==> src/hdl/pmid_pkg.sv <==
// shared constants and types for the minimum-image distance block
`default_nettype none
package pmid_pkg;
  localparam int CoordW = 32;
  localparam int DiffW = 33;
  localparam int BoxW = 31;
  localparam int InvW = 33;
  localparam int MagW = 32;
  localparam int SqW = 64;
  localparam int SumW = 66;
  localparam int RootW = 33;
  localparam int CfgIdxW = 3;
  localparam int CfgDataW = 33;
  localparam int InDataW = 192;
  localparam int OutDataW = 40;
  localparam int RootPerStage = 3;
  localparam int RootStages = 11;

  localparam logic [CfgIdxW-1:0] RegMode = 3'd0;
  localparam logic [CfgIdxW-1:0] RegBoxX = 3'd1;
  localparam logic [CfgIdxW-1:0] RegBoxY = 3'd2;
  localparam logic [CfgIdxW-1:0] RegBoxZ = 3'd3;
  localparam logic [CfgIdxW-1:0] RegInvX = 3'd4;
  localparam logic [CfgIdxW-1:0] RegInvY = 3'd5;
  localparam logic [CfgIdxW-1:0] RegInvZ = 3'd6;

  localparam logic [BoxW-1:0] BoxReset = 31'd65536;
  localparam logic [InvW-1:0] InvReset = 33'h1_0000_0000;

  typedef struct packed {
    logic [RootW-1:0] root;
    logic [SumW-1:0] rem;
    logic [SumW-1:0] rad;
  } root_t;
endpackage
`default_nettype wire

==> src/hdl/pmid_wrap.sv <==
// one axis: difference, minimum-image wrap when mode is set, and saturated magnitude, four stages
`default_nettype none
module pmid_wrap (
  input  wire logic clk,
  input  wire logic en,
  input  wire logic mode,
  input  wire logic [pmid_pkg::CoordW-1:0] a,
  input  wire logic [pmid_pkg::CoordW-1:0] b,
  input  wire logic [pmid_pkg::BoxW-1:0] len,
  input  wire logic [pmid_pkg::InvW-1:0] inv,
  output logic [pmid_pkg::MagW-1:0] mag
);
  logic neg2, neg3;
  logic signed [pmid_pkg::DiffW-1:0] d_c, d1, d2, d3;
  logic [pmid_pkg::DiffW-1:0] m1;
  logic [49:0] p2;
  logic [48:0] l2;
  logic [17:0] n3;
  logic [50:0] q16;
  logic [47:0] rem;
  logic [17:0] n_c;
  logic [48:0] ln_c;
  logic signed [51:0] w_c;
  logic [51:0] wm_c;

  always_comb begin
    d_c = 33'($signed(a)) - 33'($signed(b));
  end

  always_comb begin
    q16 = 51'(p2) + 51'(l2[48:16]);
    rem = {q16[31:0], l2[15:0]};
    n_c = q16[49:32];
    if (rem > 48'h8000_0000_0000 || (rem == 48'h8000_0000_0000 && n_c[0]))
      n_c = n_c + 18'd1;
  end

  always_ff @(posedge clk) begin
    if (en) begin
      d1 <= d_c;
      m1 <= d_c[32] ? 33'(-d_c) : d_c;
      neg2 <= d1[32];
      d2 <= d1;
      p2 <= 50'(m1) * 50'(inv[32:16]);
      l2 <= 49'(m1) * 49'(inv[15:0]);
      neg3 <= neg2;
      d3 <= d2;
      n3 <= mode ? n_c : 18'd0;
      mag <= (wm_c > 52'hFFFF_FFFF) ? 32'hFFFF_FFFF : wm_c[31:0];
    end
  end

  always_comb begin
    ln_c = 49'(len) * 49'(n3);
    w_c = 52'($signed(d3)) - (neg3 ? -$signed({3'b0, ln_c}) : $signed({3'b0, ln_c}));
    wm_c = w_c[51] ? 52'(-w_c) : 52'(w_c);
  end
endmodule
`default_nettype wire

==> config.mk <==
export PLATFORM = sky130hd
export DESIGN_NAME = pmid_wrap
export DESIGN_NICKNAME = d
export VERILOG_FILES = /design/src/hdl/pmid_pkg.sv /design/src/hdl/pmid_wrap.sv
export SDC_FILE = /design/constraint.sdc
export NUM_CORES = 2
export LEC_CHECK = 0
export ABC_AREA = 1
export BUFFER_PORTS_ARGS = -buffer_cell sky130_fd_sc_hd__buf_2
export CORE_ASPECT_RATIO = 2
export CORE_MARGIN = 2
export CORE_UTILIZATION = 50
export CTS_CLUSTER_DIAMETER = 40
export DETAILED_ROUTE_END_ITERATION = 10
export GPL_TIMING_DRIVEN = 0
export PLACE_DENSITY = 0.66
export RECOVER_POWER = 100
export SYNTH_ARGS = -nofsm -noshare
export SYNTH_HDL_FRONTEND = slang
export SYNTH_SLANG_ARGS = --single-unit
==> constraint.sdc <==
create_clock -name clk -period 13.3 [get_ports clk]
set_input_delay 2.66 -clock clk [delete_from_list [all_inputs] [get_ports clk]]
set_output_delay 2.66 -clock clk [all_outputs]
set_load 0.02 [all_outputs]
==> metrics.txt <==
H-tree levels=1; reg-to-reg slack, setup=around 1800 ps; latest clock arrival within the worst-skew pair=~640 ps; source of the worst hold timing path=d1[30]$_DFFE_PP_; Arr. time, crit path=approximately 13000 ps; Synth Area in Simple Gates=~20%; Die ar.=between 0.1 and 0.15 mm²; Critical Path Sink Type=register; Least-Margin Pin Slew=approximately 7000 ps; port bufs=98; library cells used by synthesis=60; FF-to-FF Start=n3[12]$_SDFFCE_PN0P_; Tot GR Track Use=a little under two fifths; crit path buf inv count=10; Period Utilization, post-route=between 90 and 100%; Hold Path End=d2[30]$_DFFE_PP_; first-pass GRT wire length=407000 µm; max-cap viol count=6; register area share after synthesis=about 12%; Routability Congestion=1.00; Layout area overhead=5.40%; Synth Area in XOR/XNOR=between 3 and 4%; postcts setup bufs=0; core box area=~0.15 mm²; crit-path max FO=10; WS Path Type=input port to register; dpl hpwl=approximately 240000 µm; Final Hold Fails=0; via-per-instance ratio=around 5.4; Mapped Nets=roughly 11000; clock sink total=280; Final setup viols=0; Post-synth EDFFs=280; CTS max path bufs=3; CP most frequent cell=nand2_1; share of cells above drive strength 1=3.04%; pre-CTS WS=-950 ps; Layout Skew=19.9 ps; yosys warns=0; initial antenna violation count=7; Worst slew margin=-354%; die extent in y=between 500 and 600 µm; compound-gate portion of the synthesized area=4.37%; Net count, final=11600; Mapped Area=between 0.07 and 0.08 mm²; largest net degree at the start of global routing=128; Crit Reg-Reg Endpoint=mag[30]$_SDFFCE_PN1P_; DRC violations left=0; Routed Antenna Nets=0; outcome=finished, violations left; # IOs=163; vias=around 62000; Core Rows=~200; Initial Util=about half; crit-path max cell delay=600 ps; Fillers=14600; hold_ws=409 ps; TritonCTS Buffers=29; final worst setup slack=approximately 560 ps; Syn Inst Count=around 9500; Seq. cell area=about 0.0084 mm²; R2R cell count=43; Routed WL per cell=around 24 µm; Clock Root Buffer=clkbuf_16; die extent in x=274 µm; largest family of logic cells by synthesized area=adder cells; Synth Area in Adders=approximately 46%; Slew Viols, Final=318; Slowest cell on crit path=fa_1; ys async rst share=0%; mux cell area share after synthesis=0%; CP required=between 10000 and 15000 ps; flops & latches, synth=280; hold depth=0; drt pass-1 iters=9; most common cell after layout, fill and taps aside=nand2_1; vias in the first global route=67800; fmax=approximately 0.08 GHz; commonest cells after routing, fill and taps aside=nand2_1, inv_1, fa_1; failing checks=max-capacitance violations, max-slew violations; gr ovfl total=0; Tmin final=between 10000 and 15000 ps; post_cts resized=11; Clk pin slew, worst setup/hold paths=approximately 70 ps; Hold-fix buffers, CTS=0; area of the multi-input gates=~0.054 mm²; Top delay family on crit path=adder cells; TritonCTS clock tree=yes; initial drt markers=3518; worst hold path type=register to register; Synth Area per Inst=7.72 µm²; Synth Flop Type=edfxtp_1; crit start category=input port; routed wire length=about 280000 µm
==> through the flow <==
stage               instance area (µm²)  utilization [%]  TNS, ps  cells
floorplan                         73000                -        0   9456
global placement                  75900             52.3   -25160  11500
detailed placement                76000             52.3   -28290  11500
CTS                               77000             53.0        0  11500
global route                      77000             53.0    -14.6  11500
finish                            77000             53.0        0  11500
==> worst max-delay path by stage <==
stage          depth (start not counted)  slack (ps)               endpoint    start
6_report                              46         560  mag[30]$_SDFFCE_PN1P_  len[10]
3_3_place_gp                          46        -830  mag[30]$_SDFFCE_PN1P_  len[10]
2_1_floorplan                         54        1890  mag[11]$_SDFFCE_PN1P_   len[9]
4_1_cts                               46           4  mag[30]$_SDFFCE_PN1P_  len[10]
5_1_grt                               48         -10  mag[30]$_SDFFCE_PN1P_  len[10]
3_5_place_dp                          46        -950  mag[30]$_SDFFCE_PN1P_  len[10]
==> registers in the layout, indices dropped and copies added (netlist names) <==
signal	count
p2	50
l2	49
d1	33
d2	32
d3	32
m1	32
mag	32
n3	18
neg2	1
neg3	1
==> cell type report <==
type | instances | area share (%)
Clock inverter | 23 | 0.366
Clock buffer | 30 | 0.948
Buffer | 403 | 2.17
Tap cell | 1900 | 3.09
Sequential cell | 280 | 10.9
Timing Repair Buffer | 100 | 0.595
Antenna cell | 6 | 0.0195
Multi-Input combinational cell | 6310 | 69.9
Inverter | 2459 | 12.0
==> cell families after synthesis <==
family,count (synthesis)
buffers and inverters,2866
flip-flops,280
adder cells (fa/ha/maj),1849
AO/OA/AOI/OAI,578
XOR/XNOR,308
AND/OR/NAND/NOR,3575
==> layer usage <==
metal | vias to the layer above | GRT usage [%] | wire length, µm
met1 | 30800 | 34.1 | 84000
met4 | 0 | 36.8 | 34100
li1 | 27900 | - | -
met5 | - | 0 | 0
met3 | 1102 | 4.20 | 13200
met2 | 2307 | 71.6 | 147000
==> synth_stat cells (6+ instances only) <==
| library cell | n | share of area [%] |
|---|---|---|
| nand2_1 | 2656 | 14 |
| nor2_1 | 418 | 2.1 |
| nor2_4 | 6 | 0.093 |
| clkbuf_1 | 376 | 1.9 |
| o221ai_1 | 6 | 0.072 |
| o21bai_1 | 14 | 0.14 |
| inv_2 | 17 | 0.087 |
| edfxtp_1 | 280 | 12 |
| xnor2_1 | 89 | 1.1 |
| nand4_1 | 103 | 0.88 |
| nand3_2 | 9 | 0.12 |
| a21oi_1 | 303 | 2.1 |
| nor3_1 | 58 | 0.40 |
| nand3_1 | 198 | 1.4 |
| or2_2 | 6 | 0.051 |
| o21ai_0 | 134 | 0.92 |
| a21o_1 | 13 | 0.13 |
| inv_1 | 2440 | 13 |
| nand3b_1 | 17 | 0.17 |
| ha_1 | 486 | 8.3 |
| o21a_1 | 21 | 0.22 |
| buf_6 | 6 | 0.093 |
| nand2_2 | 33 | 0.28 |
| a21boi_0 | 6 | 0.062 |
| o211ai_1 | 9 | 0.093 |
| nor4_1 | 22 | 0.19 |
| buf_1 | 16 | 0.082 |
| xor2_1 | 216 | 2.6 |
| a31oi_1 | 30 | 0.26 |
| buf_2 | 7 | 0.048 |
| fa_1 | 1363 | 37 |
| o21ai_1 | 16 | 0.11 |
| nor2_2 | 20 | 0.17 |
Power is not shown: default switching activity piles up to over one toggle a cycle in this logic, so the estimate is an artifact.
